File: config.mk
export PLATFORM = sky130hd
export DESIGN_NAME = priority_interrupt_controller_unit
export DESIGN_NICKNAME = d
export VERILOG_FILES = /design/src/rtl/core/pic_pkg.sv /design/src/rtl/core/pic_ram.sv /design/src/rtl/core/pic_sel.sv /design/src/rtl/core/priority_interrupt_controller_unit.sv
export SDC_FILE = /design/constraint.sdc
export NUM_CORES = 1
export LEC_CHECK = 0
export BUFFER_PORTS_ARGS = -buffer_cell sky130_fd_sc_hd__clkbuf_2
export CAP_MARGIN = 20
export CORE_ASPECT_RATIO = 1.4
export CORE_MARGIN = 2
export CORE_UTILIZATION = 60
export CTS_CLUSTER_DIAMETER = 60
export DETAILED_ROUTE_END_ITERATION = 10
export PLACE_DENSITY_LB_ADDON = 0.15
export SLEW_MARGIN = 20
export SYNTH_ARGS = -nofsm -noshare
export SYNTH_HDL_FRONTEND = slang
export SYNTH_SLANG_ARGS = --single-unit
export TNS_END_PERCENT = 1
File: constraint.sdc
create_clock -name clk_i -period 2.7 [get_ports clk_i]
set_input_delay 0.405 -clock clk_i [delete_from_list [all_inputs] [get_ports clk_i]]
set_output_delay 0.405 -clock clk_i [all_outputs]
set_load 0.01 [all_outputs]
File: src/rtl/core/pic_pkg.sv
// Shared types and constants of the priority interrupt controller.
package pic_pkg;

  localparam int unsigned LINES_DEF     = 64;
  localparam int unsigned PRIO_BITS_DEF = 4;

  localparam logic [31:0] ID_WORD = 32'h0031_C011;

  typedef enum logic [1:0] {
    REQ_LINE  = 2'd0,
    REQ_READ  = 2'd1,
    REQ_WRITE = 2'd2,
    REQ_NOP   = 2'd3
  } req_e;

  typedef enum logic [2:0] {
    REG_ID      = 3'd0,
    REG_IRQ_ACK = 3'd1,
    REG_FIQ_ACK = 3'd2,
    REG_FIQ_NUM = 3'd3,
    REG_IRQ_NUM = 3'd4,
    REG_TABLE   = 3'd5
  } reg_e;

  typedef enum logic [2:0] {
    ST_CLEAR,
    ST_IDLE,
    ST_SCAN,
    ST_SCAN_END,
    ST_COMMIT,
    ST_DONE
  } state_e;

  typedef struct packed {
    logic [1:0] req_type;
    logic [5:0] line_index;
    logic       line_level;
    logic [2:0] reg_select;
    logic [5:0] entry_index;
    logic [3:0] write_priority;
    logic       write_fiq;
  } in_t;

  typedef struct packed {
    logic [31:0] read_value;
    logic        read_ack_active;
    logic [3:0]  read_entry_priority;
    logic        read_entry_fiq;
    logic        irq_request;
    logic        fiq_request;
  } out_t;

endpackage

File: src/rtl/core/pic_ram.sv
// Generic single-write, single-read RAM with a registered read port.
module pic_ram #(
  parameter int unsigned WIDTH = 8,
  parameter int unsigned DEPTH = 64
) (
  input  logic                     clk_i,
  input  logic                     we_i,
  input  logic [$clog2(DEPTH)-1:0] waddr_i,
  input  logic [WIDTH-1:0]         wdata_i,
  input  logic                     re_i,
  input  logic [$clog2(DEPTH)-1:0] raddr_i,
  output logic [WIDTH-1:0]         rdata_o
);

  logic [WIDTH-1:0] mem_q [DEPTH];
  logic [WIDTH-1:0] rdata_q;

  always_ff @(posedge clk_i) begin
    if (we_i) begin
      mem_q[waddr_i] <= wdata_i;
    end
    // Read data holds until the next read.
    if (re_i) begin
      rdata_q <= mem_q[raddr_i];
    end
  end

  assign rdata_o = rdata_q;

endmodule

File: src/rtl/core/pic_sel.sv
// Running winner selection for both channels over a scan of the line table.
module pic_sel #(
  parameter int unsigned LINES         = pic_pkg::LINES_DEF,
  parameter int unsigned PRIORITY_BITS = pic_pkg::PRIO_BITS_DEF
) (
  input  logic                           clk_i,
  input  logic                           rst_ni,
  input  logic                           clr_i,
  input  logic                           vld_i,
  input  logic [$clog2(LINES)-1:0]       idx_i,
  input  logic [PRIORITY_BITS-1:0]       prio_i,
  input  logic                           fiq_i,
  input  logic                           level_i,
  output logic [1:0]                     found_o,
  output logic [1:0][$clog2(LINES)-1:0]  idx_o
);

  localparam int unsigned AW = $clog2(LINES);

  logic [1:0]                    found_q, found_d;
  logic [1:0][PRIORITY_BITS-1:0] prio_q, prio_d;
  logic [1:0][AW-1:0]            idx_q, idx_d;

  // Lines are visited in ascending order, so taking ties replaces the winner
  // with the higher index.
  always_comb begin
    found_d = found_q;
    prio_d  = prio_q;
    idx_d   = idx_q;
    for (int ch = 0; ch < 2; ch++) begin
      if (clr_i) begin
        found_d[ch] = 1'b0;
        prio_d[ch]  = '0;
        idx_d[ch]   = '0;
      end else if (vld_i && (prio_i != '0) && (fiq_i == ch[0]) && level_i &&
                   (!found_q[ch] || (prio_i <= prio_q[ch]))) begin
        found_d[ch] = 1'b1;
        prio_d[ch]  = prio_i;
        idx_d[ch]   = idx_i;
      end
    end
  end

  always_ff @(posedge clk_i or negedge rst_ni) begin
    if (!rst_ni) begin
      found_q <= '0;
    end else begin
      found_q <= found_d;
    end
  end

  always_ff @(posedge clk_i) begin
    prio_q <= prio_d;
    idx_q  <= idx_d;
  end

  assign found_o = found_q;
  assign idx_o   = idx_q;

endmodule

File: src/rtl/core/priority_interrupt_controller_unit.sv
// Top level of the priority interrupt controller: sequencer, line and table memories.
//
// The controller keeps, for each of LINES interrupt lines, its level in one
// memory and its table entry (priority, IRQ/FIQ select) in a second memory.
// After reset both memories are cleared in a pass over all LINES entries,
// during which no item is taken. A bus read goes from the idle state
// straight to the done state, and a line event or a bus write runs through
// the scan, scan-end, commit and done states in that order. In the scan the
// memories are read back one entry per cycle over a single read port, and
// the winner of each unlocked channel (lowest nonzero priority, higher line
// on a tie) is built up as the entries stream by, then latched in the commit
// state. Every item yields one result item, which carries the read data and
// the IRQ and FIQ request levels as they stand after the item. The result
// sits in an output register, so the next item is accepted while it waits
// to be taken.
module priority_interrupt_controller_unit #(
  parameter int unsigned LINES         = pic_pkg::LINES_DEF,
  parameter int unsigned PRIORITY_BITS = pic_pkg::PRIO_BITS_DEF
) (
  input  logic           clk_i,
  input  logic           rst_ni,
  input  logic           in_valid_i,
  output logic           in_stall_o,
  input  pic_pkg::in_t   in_item_i,
  output logic           out_valid_o,
  input  logic           out_stall_i,
  output pic_pkg::out_t  out_item_o
);

  localparam int unsigned AW = $clog2(LINES);
  localparam int unsigned TW = PRIORITY_BITS + 1;
  localparam logic [AW-1:0] LAST_IDX = AW'(LINES - 1);

  pic_pkg::state_e state_q, state_d;

  pic_pkg::in_t  item_q;
  logic          entry_ok_q;
  pic_pkg::out_t out_q, out_d;
  logic          out_valid_q;

  logic [AW-1:0] cnt_q, cnt_d;
  logic          pend_q;
  logic [AW-1:0] pend_idx_q;

  // Channel state: the normal (IRQ) channel and the fast (FIQ) channel.
  logic          irq_lock_q, fiq_lock_q;
  logic          irq_req_q, fiq_req_q;
  logic [AW-1:0] irq_num_q, fiq_num_q;

  logic accept;
  logic line_ok, entry_ok;
  logic [31:0] line_ext, entry_ext, wprio_ext, rprio_ext;
  logic [AW-1:0] line_addr, entry_addr;

  // Memory ports.
  logic          lvl_we, lvl_wdata, lvl_rdata;
  logic          tab_we, tab_re;
  logic [AW-1:0] lvl_waddr, tab_waddr, rd_addr;
  logic [TW-1:0] tab_wdata, tab_rdata;

  logic [1:0]          sel_found;
  logic [1:0][AW-1:0]  sel_idx;

  assign accept = in_valid_i && !in_stall_o;

  // The input indexes are six bits wide; the table may be narrower or wider.
  assign line_ext   = 32'(in_item_i.line_index);
  assign entry_ext  = 32'(in_item_i.entry_index);
  assign wprio_ext  = 32'(in_item_i.write_priority);
  assign line_ok    = line_ext < 32'(LINES);
  assign entry_ok   = entry_ext < 32'(LINES);
  assign line_addr  = line_ext[AW-1:0];
  assign entry_addr = entry_ext[AW-1:0];

  // Next state.
  always_comb begin
    state_d = state_q;
    case (state_q)
      pic_pkg::ST_CLEAR: begin
        if (cnt_q == LAST_IDX) begin
          state_d = pic_pkg::ST_IDLE;
        end
      end
      pic_pkg::ST_IDLE: begin
        if (accept) begin
          if ((in_item_i.req_type == pic_pkg::REQ_LINE) ||
              (in_item_i.req_type == pic_pkg::REQ_WRITE)) begin
            state_d = pic_pkg::ST_SCAN;
          end else begin
            state_d = pic_pkg::ST_DONE;
          end
        end
      end
      pic_pkg::ST_SCAN: begin
        if (cnt_q == LAST_IDX) begin
          state_d = pic_pkg::ST_SCAN_END;
        end
      end
      pic_pkg::ST_SCAN_END: state_d = pic_pkg::ST_COMMIT;
      pic_pkg::ST_COMMIT:   state_d = pic_pkg::ST_DONE;
      pic_pkg::ST_DONE: begin
        if (!out_valid_q || !out_stall_i) begin
          state_d = pic_pkg::ST_IDLE;
        end
      end
      default: state_d = pic_pkg::ST_CLEAR;
    endcase
  end

  // Outputs of the sequencer: handshake, memory ports and the scan counter.
  always_comb begin
    in_stall_o = 1'b1;
    lvl_we     = 1'b0;
    lvl_waddr  = line_addr;
    lvl_wdata  = in_item_i.line_level;
    tab_we     = 1'b0;
    tab_waddr  = entry_addr;
    tab_wdata  = {in_item_i.write_fiq, wprio_ext[PRIORITY_BITS-1:0]};
    tab_re     = 1'b0;
    rd_addr    = entry_addr;
    cnt_d      = cnt_q;
    case (state_q)
      pic_pkg::ST_CLEAR: begin
        lvl_we    = 1'b1;
        lvl_waddr = cnt_q;
        lvl_wdata = 1'b0;
        tab_we    = 1'b1;
        tab_waddr = cnt_q;
        tab_wdata = '0;
        cnt_d     = cnt_q + AW'(1);
      end
      pic_pkg::ST_IDLE: begin
        in_stall_o = 1'b0;
        cnt_d      = '0;
        if (accept) begin
          lvl_we = (in_item_i.req_type == pic_pkg::REQ_LINE) && line_ok;
          tab_we = (in_item_i.req_type == pic_pkg::REQ_WRITE) &&
                   (in_item_i.reg_select == pic_pkg::REG_TABLE) && entry_ok;
          tab_re = (in_item_i.req_type == pic_pkg::REQ_READ) &&
                   (in_item_i.reg_select == pic_pkg::REG_TABLE);
        end
      end
      pic_pkg::ST_SCAN: begin
        // Writes land at the accepting edge, so the scan that follows sees them.
        tab_re  = 1'b1;
        rd_addr = cnt_q;
        cnt_d   = cnt_q + AW'(1);
      end
      default: begin
      end
    endcase
  end

  pic_ram #(
    .WIDTH (1),
    .DEPTH (LINES)
  ) u_lvl_ram (
    .clk_i   (clk_i),
    .we_i    (lvl_we),
    .waddr_i (lvl_waddr),
    .wdata_i (lvl_wdata),
    .re_i    (tab_re),
    .raddr_i (rd_addr),
    .rdata_o (lvl_rdata)
  );

  pic_ram #(
    .WIDTH (TW),
    .DEPTH (LINES)
  ) u_tab_ram (
    .clk_i   (clk_i),
    .we_i    (tab_we),
    .waddr_i (tab_waddr),
    .wdata_i (tab_wdata),
    .re_i    (tab_re),
    .raddr_i (rd_addr),
    .rdata_o (tab_rdata)
  );

  pic_sel #(
    .LINES         (LINES),
    .PRIORITY_BITS (PRIORITY_BITS)
  ) u_sel (
    .clk_i   (clk_i),
    .rst_ni  (rst_ni),
    .clr_i   (accept),
    .vld_i   (pend_q),
    .idx_i   (pend_idx_q),
    .prio_i  (tab_rdata[PRIORITY_BITS-1:0]),
    .fiq_i   (tab_rdata[TW-1]),
    .level_i (lvl_rdata),
    .found_o (sel_found),
    .idx_o   (sel_idx)
  );

  // Result of the current item, formed once all of its work is done.
  assign rprio_ext = 32'(tab_rdata[PRIORITY_BITS-1:0]);

  always_comb begin
    out_d             = '0;
    out_d.irq_request = irq_req_q;
    out_d.fiq_request = fiq_req_q;
    if (item_q.req_type == pic_pkg::REQ_READ) begin
      case (item_q.reg_select)
        pic_pkg::REG_ID:      out_d.read_value      = pic_pkg::ID_WORD;
        pic_pkg::REG_IRQ_ACK: out_d.read_ack_active = irq_lock_q;
        pic_pkg::REG_FIQ_ACK: out_d.read_ack_active = fiq_lock_q;
        pic_pkg::REG_FIQ_NUM: out_d.read_value      = 32'(fiq_num_q);
        pic_pkg::REG_IRQ_NUM: out_d.read_value      = 32'(irq_num_q);
        pic_pkg::REG_TABLE: begin
          if (entry_ok_q) begin
            out_d.read_entry_priority = rprio_ext[3:0];
            out_d.read_entry_fiq      = tab_rdata[TW-1];
          end
        end
        default: begin
        end
      endcase
    end
  end

  always_ff @(posedge clk_i or negedge rst_ni) begin
    if (!rst_ni) begin
      state_q     <= pic_pkg::ST_CLEAR;
      cnt_q       <= '0;
      pend_q      <= 1'b0;
      out_valid_q <= 1'b0;
      irq_lock_q  <= 1'b0;
      fiq_lock_q  <= 1'b0;
      irq_req_q   <= 1'b0;
      fiq_req_q   <= 1'b0;
      irq_num_q   <= '0;
      fiq_num_q   <= '0;
    end else begin
      state_q <= state_d;
      cnt_q   <= cnt_d;
      pend_q  <= (state_q == pic_pkg::ST_SCAN);
      // A new result replaces one that is taken at the same edge.
      if ((state_q == pic_pkg::ST_DONE) && (!out_valid_q || !out_stall_i)) begin
        out_valid_q <= 1'b1;
      end else if (out_valid_q && !out_stall_i) begin
        out_valid_q <= 1'b0;
      end
      // An ack write unlocks its channel before the selection runs.
      if (accept && (in_item_i.req_type == pic_pkg::REQ_WRITE)) begin
        if (in_item_i.reg_select == pic_pkg::REG_IRQ_ACK) begin
          irq_lock_q <= 1'b0;
        end
        if (in_item_i.reg_select == pic_pkg::REG_FIQ_ACK) begin
          fiq_lock_q <= 1'b0;
        end
      end
      // A locked channel keeps its number and request as latched.
      if (state_q == pic_pkg::ST_COMMIT) begin
        if (!irq_lock_q) begin
          irq_num_q  <= sel_found[0] ? sel_idx[0] : '0;
          irq_req_q  <= sel_found[0];
          irq_lock_q <= sel_found[0];
        end
        if (!fiq_lock_q) begin
          fiq_num_q  <= sel_found[1] ? sel_idx[1] : '0;
          fiq_req_q  <= sel_found[1];
          fiq_lock_q <= sel_found[1];
        end
      end
    end
  end

  always_ff @(posedge clk_i) begin
    if (accept) begin
      item_q     <= in_item_i;
      entry_ok_q <= entry_ok;
    end
    pend_idx_q <= cnt_q;
    if ((state_q == pic_pkg::ST_DONE) && (!out_valid_q || !out_stall_i)) begin
      out_q <= out_d;
    end
  end

  assign out_valid_o = out_valid_q;
  assign out_item_o  = out_q;

  // A locked channel always drives its request.
  a_irq_lock_req: assert property (@(posedge clk_i) disable iff (!rst_ni)
    irq_lock_q |-> irq_req_q) else $error("IRQ locked without request");

  a_fiq_lock_req: assert property (@(posedge clk_i) disable iff (!rst_ni)
    fiq_lock_q |-> fiq_req_q) else $error("FIQ locked without request");

  // With no request pending, the latched number is zero.
  a_irq_num_idle: assert property (@(posedge clk_i) disable iff (!rst_ni)
    !irq_req_q |-> (irq_num_q == '0)) else $error("IRQ number without request");

  // A result only appears after the sequencer finished its item.
  a_out_from_done: assert property (@(posedge clk_i) disable iff (!rst_ni)
    $rose(out_valid_q) |-> $past(state_q == pic_pkg::ST_DONE))
    else $error("Result offered outside of completion");

  // No item is taken during the clearing pass or a scan.
  a_no_accept_busy: assert property (@(posedge clk_i) disable iff (!rst_ni)
    ((state_q == pic_pkg::ST_CLEAR) || (state_q == pic_pkg::ST_SCAN)) |=>
    !$past(accept)) else $error("Item accepted while busy");

endmodule
Word-level counts from Yosys, hierarchy flattened
Memory sizes are Yosys's and may differ from the RTL's. A register that Yosys moved wholly into a read port is not among the register bits. Index checks and enable logic that the tools add are counted.

Flip-flop bits (word level): 101. Memory bits (writable): 384. Input bits: 27. Output and inout port bits: 42. Word-level logic and storage cells: 134. Memories kept: 2.

Add/sub/neg operators: 1. Magnitude comparators: 4. Eq/ne operators: 21. Muxes and demuxes: 41. Bitwise gates (word level): 3. Reduce and logical (&&, ||, !) cells: 36.

Memories: u_tab_ram.mem_q (words 64, width 5, rd ports 1, clocked after Yosys merged registers in 1, wr ports 1, line pic_ram.sv:15) `logic [WIDTH-1:0] mem_q [DEPTH];`; u_lvl_ram.mem_q (words 64, width 1, rd ports 1, clocked after Yosys merged registers in 1, wr ports 1, line pic_ram.sv:15).

Operator list (number): 22-bit one-hot mux with 3 select lines (1); 6-bit 2-to-1 mux (5); 1-bit 2-to-1 mux (23); 3-bit one-hot mux with 6 select lines (1); 3-bit by 2-bit == test with 1-bit output (second input constant) (5); 3-bit == test (second input constant) (5); 1-bit logical AND (15); 3-bit 2-to-1 mux (5); 6-bit by 7-bit less-than comparator with 1-bit output (second input constant) (2); 6-bit one-hot mux with 2 select lines (1); 3-bit by 1-bit == test with 1-bit output (second input constant) (3); 4-bit <= comparator (2); 2-bit != test (second input constant) (4); 1-bit one-hot mux with 2 select lines (4); 2-bit nonzero test (4); 6-bit by 1-bit adder with 6-bit output (second input constant) (1); 6-bit == test (second input constant) (1); 3-bit logical NOT (2); 5-bit 2-to-1 mux (1); 2-bit by 1-bit == test with 1-bit output (second input constant) (2); 1-bit logical NOT (4); 1-bit logical OR (4); 2-bit AND reduction (2); 4-bit AND reduction (1); 6 further kinds (8).

Logic depth before layout (Yosys ltp)
Gate-level depths: netlist of the first run.

Word-level depth: 7. Gate-level depth with buffers: 11. Depth with buffers taken out: 9.

Hierarchy
A second synthesis of the first run with hierarchy kept.

Cells, all modules: 1173. Area, all modules: 19369.8 µm².

Modules (own cells, without submodules): pic_ram at u_tab_ram (times used 1, cells each 610, area an instance 12818.5 µm², sequential area each 9759.4 µm²); pic_ram at u_lvl_ram (times used 1, cells each 204, area an instance 2924.1 µm², sequential area each 1951.9 µm²); priority_interrupt_controller_unit (times used 1, cells each 261, area an instance 2605.0 µm², sequential area each 1396.3 µm²); pic_sel (times used 1, cells each 98, area an instance 1022.2 µm², sequential area each 450.4 µm²).

Worst setup path after synthesis of the first run
OpenSTA, ideal clock, no wires.

Path kind: flip-flop to flip-flop. Start point: reg state_q[1]. End point: mem u_tab_ram.mem_q[33][0] (netlist name) (enable). Library setup time: 340 ps. Data arrival time: 2025 ps. Data required time: 2360 ps. Path slack: 335 ps. Stages on the path, launching flop included: 9. Buffers on the path: 3. Clock period less this slack: 2365 ps. Path through: dfrtp_1 -> buf_2 -> or3_1 -> clkbuf_1 -> clkbuf_1 -> nand2_1 -> o31ai_1 -> nand2_1 -> nor2_1.

Word-level cells in the longest chain between the ends: 6. Elaborated cells on any way between the ends: 8. Those cells by class: eq/ne: 1; mux: 5; reduce/logical: 2.

RTL lines: start: declaration (line priority_interrupt_controller_unit.sv:34) `pic_pkg::state_e state_q, state_d;`; start signal: assignment (line priority_interrupt_controller_unit.sv:224) `state_q <= pic_pkg::ST_CLEAR;`; start signal: assignment (line priority_interrupt_controller_unit.sv:235) `state_q <= state_d;`; 3-bit by 1-bit == test with 1-bit output (line priority_interrupt_controller_unit.sv:122) `case (state_q)`; 1-bit logical AND (line priority_interrupt_controller_unit.sv:64) `assign accept = in_valid_i && !in_stall_o;`; 1-bit 2-to-1 mux (line priority_interrupt_controller_unit.sv:135) `if (accept) begin`; 1-bit one-hot mux with 2 select lines (line priority_interrupt_controller_unit.sv:122); 1-bit 2-to-1 mux (line pic_ram.sv:19) `if (we_i) begin`; 1-bit 2-to-1 mux (not written as such) (line pic_ram.sv:20) `mem_q[waddr_i] <= wdata_i;`; end: declaration (line pic_ram.sv:15).

Several ways; a longest one is shown, not always the timed one.

Final worst setup path of the first run
Start point: reg state_q[0]. End point: reg u_tab_ram.rdata_q[3] (netlist: u_tab_ram.rdata_o[3]), read port of u_tab_ram.mem_q, data pin.

Word-level cells in the longest chain between the ends: 4. Elaborated cells on any way between the ends: 6. Those cells by class: eq/ne: 2; mux: 3; reduce/logical: 1.

RTL lines: 3-bit by 1-bit == test with 1-bit output (line priority_interrupt_controller_unit.sv:122); 1-bit logical AND (line priority_interrupt_controller_unit.sv:64); 1-bit 2-to-1 mux (line priority_interrupt_controller_unit.sv:135); 1-bit one-hot mux with 2 select lines (line priority_interrupt_controller_unit.sv:122); end: declaration (line pic_ram.sv:16) `logic [WIDTH-1:0] rdata_q;`.

Several ways; a longest one is shown, not always the timed one. A chain may end at the register's enable or synchronous reset.

==> out/results.tsv, run 1 <==
stage	metric	value	unit
job	max-cap-violations	0	
global_routing	antenna_found_initial	2	
synthesis	edff_count_synth	410	
worst_setup_path	cp_max_fo	22	
route	dr.first_iter.drc_count	1076	
floorplanning	ports_placed_on_the_boundary	69	
route	detail-route-antenna-nets	0	
floorplanning	initial_util	60.6	%
timing	setup_viol	0	
clocking	clock_sinks	465	
timing	rsz0062_at_grt	true	
clocking	clock_tree.htree_level_count	2	
clocking	worst_skew_pair.late_latency	570	ps
clocking	ctsLongestPathBuffers	3	
clocking	numCtsBuffers	44	
clocking	clkTransAtPathRegs	60	ps
power	cellPowerDensity	888	nW/um^2
synthesis	synth_top_flop_cell	sky130_fd_sc_hd__edfxtp_1	
synthesis	ys_seq_elements	465	
worst_setup_path	cp_data_required_time	3090	ps
route	via_count	12800	
timing	fin_crit	2630	ps
power	power_leakage	8.70	nW
place	place_area	21600	sq um
cells_and_area	final_nets	1731	
run_status	run_status	completed	
timing	hold_viol_final	0	
timing	fin_skew	24.0	ps
synthesis	synth_cells	1553	
route	drt-wirelength-per-cell	21.6	um
floorplanning	width_of_the_die	159	um
worst_setup_path	timing.setup.critical_path_class	reg2reg	
route	drt-total-wl	47000	um
synthesis	synth_cell_type_count	61	
synthesis	yosysTopAreaCell	sky130_fd_sc_hd__edfxtp_1	
route	drt-vias-per-instance	5.86	
timing	period_utilization	97.4	%
min_path	hold_class	in2reg	
power	peakVddDrop	0.000639	V
global_routing	grt_max_degree	65	
cells_and_area	layout.core_utilization	69.9	%
synthesis	synth_area	20100	sq um
global_routing	first_global_vias	12700	
global_routing	grt_util_all_layers	27.4	%
timing	timing.max_slew.rel_slack	47.7	%
timing	worst_slew_pin_slew	785	ps
clocking	ctsRootBufferMaster	sky130_fd_sc_hd__clkbuf_16	
synthesis	synthesis.area_per_instance	12.9	sq um
cells_and_area	design_area	23100	sq um
worst_setup_path	crit_arrival	3020	ps
timing	max_slew_violations	0	
worst_setup_path	crit_path_end_kind	flop	
cells_and_area	area_grow_syn2layout	15.2	%
timing	fmaxAchievable	380	MHz
synthesis	synth.area.top_cells	sky130_fd_sc_hd__edfxtp_1 (61%), sky130_fd_sc_hd__mux2i_1 (6.3%), sky130_fd_sc_hd__nand2_1 (4.8%)	
place	gp_congestion	0.926	
global_routing	grt.overflow.total	0	
synthesis	synthesis_warnings	0	
cells_and_area	drive_gt1_share	19.7	%
floorplanning	core_area	33100	sq um
place	dp_hpwl	30600	um
synthesis	asyncSetResetFlopFracSynth	6.24	%
floorplanning	fp-row-count	79	
global_routing	wire_length_of_the_first_global_routing_pass	70700	um
place	placement.io_buffers	47	
synthesis	synth-seq-area-share	67.5	%
floorplanning	die_outline_area	35000	sq um
clocking	tritoncts_clock_tree	yes	
floorplanning	floorplan.die.height	220	um
synthesis	synth_largest_type_area_fraction	61.3	%
route	drc	0	
worst_setup_path	startpoint_type	flop	
route	detailed_router_iteration_count_before_antenna_repair	5	
power	total_power	20.5	mW
[kinds of logic after synthesis]
| group | Yosys count | synth area share (%) |
|---|---|---|
| buffers and inverters | 117 | 3.21 |
| AND/OR/NAND/NOR | 618 | 13.9 |
| AO/OA/AOI/OAI | 150 | 4.69 |
| other | 1 | 0.0187 |
| multiplexers | 192 | 10.1 |
| XOR/XNOR | 1 | 0.0436 |
| adder cells (fa/ha/maj) | 9 | 0.561 |
| flip-flops | 465 | 67.5 |
[final cells by class]
cell class	count	area, sq um
Antenna cell	1	2.50
Clock buffer	52	1170
Clock inverter	29	290
Fill cell	2320	9980
Inverter	17	63.8
Multi-Input combinational cell	991	6030
Sequential cell	465	13600
Tap cell	445	557
Timing Repair Buffer	176	1460
[worst max-delay path: stages, from the launching register on]
cell and delay (ps):
sky130_fd_sc_hd__dfrtp_1 380, sky130_fd_sc_hd__or3b_4 480, sky130_fd_sc_hd__mux2i_4 240, sky130_fd_sc_hd__buf_12 200, sky130_fd_sc_hd__buf_16 200, sky130_fd_sc_hd__mux2_2 390
sky130_fd_sc_hd__a22oi_1 240, sky130_fd_sc_hd__nand4_1 150, sky130_fd_sc_hd__nor4_2 160
[worst paths after layout]
path                            cells after the start  slack, ps           start                    to
worst max register to register                      8         70      state_q[0]  u_tab_ram.rdata_o[3]
max in group asynchronous                           2       1720          rst_ni             irq_req_q
worst max-delay path                                8         70      state_q[0]  u_tab_ram.rdata_o[3]
worst min-delay path                                1         80   in_item_i[12]            item_q[12]
worst min register to register                      2        450  u_sel.idx_o[1]          irq_num_q[1]
min in group asynchronous                           2        470          rst_ni                pend_q
[power by group]
part	total [mW]	internal [mW]	leakage (nW)	switching (mW)
clock	6.20	3.60	0.709	2.60
combinational	5.15	1.79	3.65	3.36
sequential	9.18	8.92	4.34	0.257
[through the flow]
step	worst slack [ps]	std cells	TNS (ps)	hold WS, ps
finish	70.8	2176	0	78.2
global route	-94.4	2176	-172	64.9
CTS	6.39	2173	0	57.1
detailed placement	-28.7	2091	-453	447
global placement	28.1	2091	0	438
floorplan	335	1573	0	109
[timing repair]
item                                    4_1_cts  5_1_grt
gates resized for setup                       2       14
endpoints found under the setup margin       51       41
endpoints found under the hold margin        29        0
gates cloned                                  0        1
hold buffers                                  1        0
setup buffers                                 0        1
[sequential cells by signal, summed over array words and instances, names as in the netlist]
signal / count
cnt_q: 6
fiq_lock_q: 1
fiq_num_q: 6
fiq_req_q: 1
irq_lock_q: 1
irq_num_q: 6
irq_req_q: 1
item_q: 5
out_item_o: 15
out_valid_o: 1
pend_idx_q: 6
pend_q: 1
state_q: 3
u_lvl_ram.mem_q: 64
u_lvl_ram.rdata_o: 1
u_sel.found_o: 2
u_sel.idx_o: 12
u_sel.prio_q: 8
u_tab_ram.mem_q: 320
u_tab_ram.rdata_o: 5
[cells in the final DEF, fill, tap and decap left out, types with 6 or more instances in the layout]
cell,n
sky130_fd_sc_hd__a21oi_1,11
sky130_fd_sc_hd__a22oi_1,21
sky130_fd_sc_hd__a31oi_1,7
sky130_fd_sc_hd__and2_1,6
sky130_fd_sc_hd__and3_1,74
sky130_fd_sc_hd__buf_12,14
sky130_fd_sc_hd__buf_4,110
sky130_fd_sc_hd__clkbuf_1,6
sky130_fd_sc_hd__clkbuf_16,47
sky130_fd_sc_hd__clkbuf_2,47
sky130_fd_sc_hd__clkinv_1,6
sky130_fd_sc_hd__clkinv_2,11
sky130_fd_sc_hd__conb_1,21
sky130_fd_sc_hd__dfrtp_1,29
sky130_fd_sc_hd__dfxtp_1,26
sky130_fd_sc_hd__edfxtp_1,410
sky130_fd_sc_hd__ha_1,9
sky130_fd_sc_hd__inv_1,16
sky130_fd_sc_hd__mux2_2,62
sky130_fd_sc_hd__mux2i_1,127
sky130_fd_sc_hd__nand2_1,255
sky130_fd_sc_hd__nand3_1,15
sky130_fd_sc_hd__nand3b_1,10
sky130_fd_sc_hd__nand4_1,14
sky130_fd_sc_hd__nor2_1,176
sky130_fd_sc_hd__nor2_2,7
sky130_fd_sc_hd__nor2b_1,8
sky130_fd_sc_hd__nor3_1,18
sky130_fd_sc_hd__o21ai_0,60
sky130_fd_sc_hd__o22ai_1,13
sky130_fd_sc_hd__o31ai_1,6
[routing by layer]
metal	GRT usage (%)	part of all wire (%)	vias to the layer above
li1	-	-	5891
met1	33.1	38	6308
met2	48.3	52	431
met3	4.48	5.8	122
met4	12.3	4.2	2
met5	0	0.028	-
[synth_stat cells (3+ instances only)]
library cell               count
sky130_fd_sc_hd__a22oi_1      22
sky130_fd_sc_hd__edfxtp_1    410
sky130_fd_sc_hd__mux2i_1     127
sky130_fd_sc_hd__and2_1       11
sky130_fd_sc_hd__dfrtp_1      29
sky130_fd_sc_hd__or2_2         3
sky130_fd_sc_hd__inv_1        16
sky130_fd_sc_hd__ha_1          9
sky130_fd_sc_hd__nand2_1     255
sky130_fd_sc_hd__and3_1       74
sky130_fd_sc_hd__o41ai_1       3
sky130_fd_sc_hd__a31oi_1       7
sky130_fd_sc_hd__nand2b_1      4
sky130_fd_sc_hd__o22ai_1      13
sky130_fd_sc_hd__mux2_2       62
sky130_fd_sc_hd__nor4_1        3
sky130_fd_sc_hd__nand3_1      15
sky130_fd_sc_hd__o21ai_0      62
sky130_fd_sc_hd__dfxtp_1      26
sky130_fd_sc_hd__nand4_1      14
sky130_fd_sc_hd__nor2b_1       8
sky130_fd_sc_hd__a21oi_1      11
sky130_fd_sc_hd__o22a_1        5
sky130_fd_sc_hd__nor2_1      183
sky130_fd_sc_hd__a21o_1        4
sky130_fd_sc_hd__buf_2        23
sky130_fd_sc_hd__clkbuf_1     33
sky130_fd_sc_hd__or3_1         5
sky130_fd_sc_hd__buf_6         6
sky130_fd_sc_hd__nor3_1       19
sky130_fd_sc_hd__buf_1         3
sky130_fd_sc_hd__nand3b_1     10
sky130_fd_sc_hd__o31ai_1       6
sky130_fd_sc_hd__buf_4        35
Note: power is estimated with default switching activity, not from simulation.
==> run 2, diff against run 1 <==
Settings changed: PLACE_DENSITY set to 0.83, PLACE_DENSITY_LB_ADDON 0.15 to unset.
==> out/results.tsv, run 2 (synthesized netlist as in run 1, its figures left out) <==
stage	metric	value	unit	change
worst_setup_path	critical-path-top-delay-family	simple AND/OR/NAND/NOR gates		
cells_and_area	most-common-layout-cells	sky130_fd_sc_hd__edfxtp_1 (410), sky130_fd_sc_hd__nand2_1 (249), sky130_fd_sc_hd__nor2_1 (166), sky130_fd_sc_hd__mux2i_1 (127), sky130_fd_sc_hd__buf_4 (107)		
worst_setup_path	timing.setup.critical_path_class	reg2reg		
clocking	worst_skew_pair.late_latency	550	ps	-20 ps
route	drt-wirelength-per-cell	23.0	um	+6.4%
cells_and_area	layout.cells.non_filler	2167		-0.41%
min_path	timing.hold.worst_path_depth	1		unchanged
timing	period_utilization	104	%	+6.8 points
clocking	ctsLongestPathBuffers	3		unchanged
global_routing	grt_util_all_layers	29.2	%	+1.8 points
cells_and_area	top_register	u_tab_ram.mem_q		
timing	fmaxAchievable	356	MHz	-6.5%
timing	post-route-worst-setup-slack	-112	ps	-183 ps
clocking	clkTransAtPathRegs	70	ps	about the same
place	placement.io_buffers	47		unchanged
timing	fin_skew	20.0	ps	-3.93 ps
run_status	violations	negative setup slack		
worst_setup_path	critPathBufInv	0		-2
cells_and_area	design_area	23100	sq um	-0.23%
cells_and_area	layout.cells.most_common	sky130_fd_sc_hd__edfxtp_1		
timing	worst_slew_pin_slew	768	ps	-17.0 ps
floorplanning	ports_placed_on_the_boundary	69		unchanged
clocking	tritoncts_clock_tree	yes		
cells_and_area	insertedDiodeCount	0		-1
power	power.switching	6.24	mW	+0.45%
route	detail-route-antenna-nets	0		unchanged
power	clkPwrFrac	29.0	%	-1.2 points
route	drt-total-wl	49800	um	+6.0%
power	total_power	20.3	mW	-1.2%
worst_setup_path	startpoint_type	flop		
worst_setup_path	critical_path_depth	7		-1
min_path	hold_class	in2reg		
route	dr.first_iter.drc_count	1469		+37%
worst_setup_path	timing.critical_path.slowest_cell_delay	530	ps	+50 ps
cells_and_area	drive_gt1_share	20.7	%	+1.0 points
power	cellPowerDensity	879	nW/um^2	-0.93%
place	gp_congestion	0.964		+4.1%
cells_and_area	flip_flop_count_of_the_largest_register_after_layout	320		unchanged
global_routing	antenna_found_initial	0		-2
worst_setup_path	reg2regPathDepth	7		-1
job	max-cap-violations	0		unchanged
power	peakVddDrop	0.000772	V	+21%
worst_setup_path	cp_slowest_cell	sky130_fd_sc_hd__or3b_4		
cells_and_area	final_nets	1728		-0.17%
global_routing	grt_max_degree	65		unchanged
power	power_leakage	8.66	nW	-0.53%
worst_setup_path	crit_arrival	3190	ps	+170 ps
timing	fin_tns_setup	-155	ps	-155 ps
timing	max_slew_violations	0		unchanged
timing	timing.max_slew.rel_slack	48.8	%	+1.1 points
route	drc	0		unchanged
place	place_worst_setup_slack	-99.5	ps	-70.8 ps
place	place_area	21500	sq um	-0.17%
global_routing	wire_length_of_the_first_global_routing_pass	75600	um	+6.9%
global_routing	first_global_vias	13500		+6.4%
timing	rsz0062_at_grt	true		
route	drt-vias-per-instance	6.13		+4.6%
place	dp_hpwl	31300	um	+2.3%
timing	setup_viol	3		+3
route	detailed_router_iteration_count_before_antenna_repair	6		+1
timing	fin_crit	2810	ps	+183 ps
clocking	ctsRootBufferMaster	sky130_fd_sc_hd__clkbuf_16		
floorplanning	initial_util	60.6	%	unchanged
worst_setup_path	cp_data_required_time	3080	ps	about the same
worst_setup_path	cp_max_fo	35		+59%
worst_setup_path	crit_path_cell_trace	or3b_4 -> mux2_4 -> nand2_1 -> o22ai_1 -> nor2_1 -> nand3_1 -> nor3_1		
place	place.detailed.instances	2084		-0.33%
timing	hold_viol_final	0		unchanged
floorplanning	die_outline_area	35000	sq um	unchanged
clocking	clock_sinks	465		unchanged
clocking	clock_tree.htree_level_count	2		unchanged
power	combinational_cell_fraction_of_total_power	25.8	%	+0.7 points
route	via_count	13300		+4.1%
clocking	numCtsBuffers	41		-6.8%
power	power.sequential.fraction	45.3	%	+0.6 points
floorplanning	floorplan.die.height	220	um	unchanged
floorplanning	fp-row-count	79		unchanged
power	netSwitchingFraction	30.8	%	+0.49 points
run_status	run_status	complete, but fails checks		
power	cellInternalPower	14.1	mW	-1.9%
cells_and_area	area_grow_syn2layout	15.0	%	
worst_setup_path	crit_path_end_kind	flop		
floorplanning	core_area	33100	sq um	unchanged
floorplanning	width_of_the_die	159	um	unchanged
global_routing	grt.overflow.total	0		unchanged
## run 2: changes by cell type in the layout (fill, tap and decap cells not counted), sizes merged
cell	delta
bufinv	-2
clkbuf	-1
inv	+2
a21o	+1
diode	-1
clkinv	-8
## run 2: area by class of cell
type	count	area, sq um
Clock buffer	52	1150
Clock inverter	21	213
Fill cell	2092	10000
Inverter	17	63.8
Multi-Input combinational cell	992	6090
Sequential cell	465	13600
Tap cell	445	557
Timing Repair Buffer	175	1450
## run 2: per-layer routing
metal	global-route usage (%)	up-vias	share of wire (%)
met4	18.3	0	6.4
met3	4.50	189	7.4
met2	51.5	753	51
met5	0	-	0
met1	33.1	6449	35
li1	-	5890	-
## run 2: final timing paths
path / start / to / slack (ps)
setup / recovery: state_q[0] / u_tab_ram.rdata_o[1] / -110
hold / removal: in_item_i[12] / item_q[12] / 70
setup reg to reg: state_q[0] / u_tab_ram.rdata_o[1] / -110
hold reg to reg: fiq_req_q / out_item_o[0] / 450
max in group asynchronous: rst_ni / u_sel.found_o[0] / 1750
min in group asynchronous: rst_ni / fiq_num_q[5] / 460
## run 2: metrics by stage
stage	util, %	hold slack, ps
2_1_floorplan	-	109
3_3_place_gp	65.0	434
3_5_place_dp	65.0	432
4_1_cts	69.4	46.7
5_1_grt	69.7	63.3
6_report	69.7	67.8
## run 2: power groups by stage
| stage | clock network, mW | registers, mW | logic, mW |
|---|---|---|---|
| 2_1_floorplan | 0 | 9.27 | 3.03 |
| 3_3_place_gp | 0 | 9.31 | 4.76 |
| 3_5_place_dp | 0 | 9.32 | 4.91 |
| 4_1_cts | 5.93 | 9.18 | 5.04 |
| 5_1_grt | 6.17 | 9.22 | 5.57 |
| 6_report | 5.88 | 9.19 | 5.23 |
## run 2: timing repair
action / in CTS / in global routing
pin swaps: 2 / 3
endpoints found under the hold margin: 29 / 0
gates resized for setup: 7 / 36
hold buffers: 1 / 0
setup buffers: 4 / 4
gates cloned: 1 / 0
setup endpoints to repair: 4 / 164
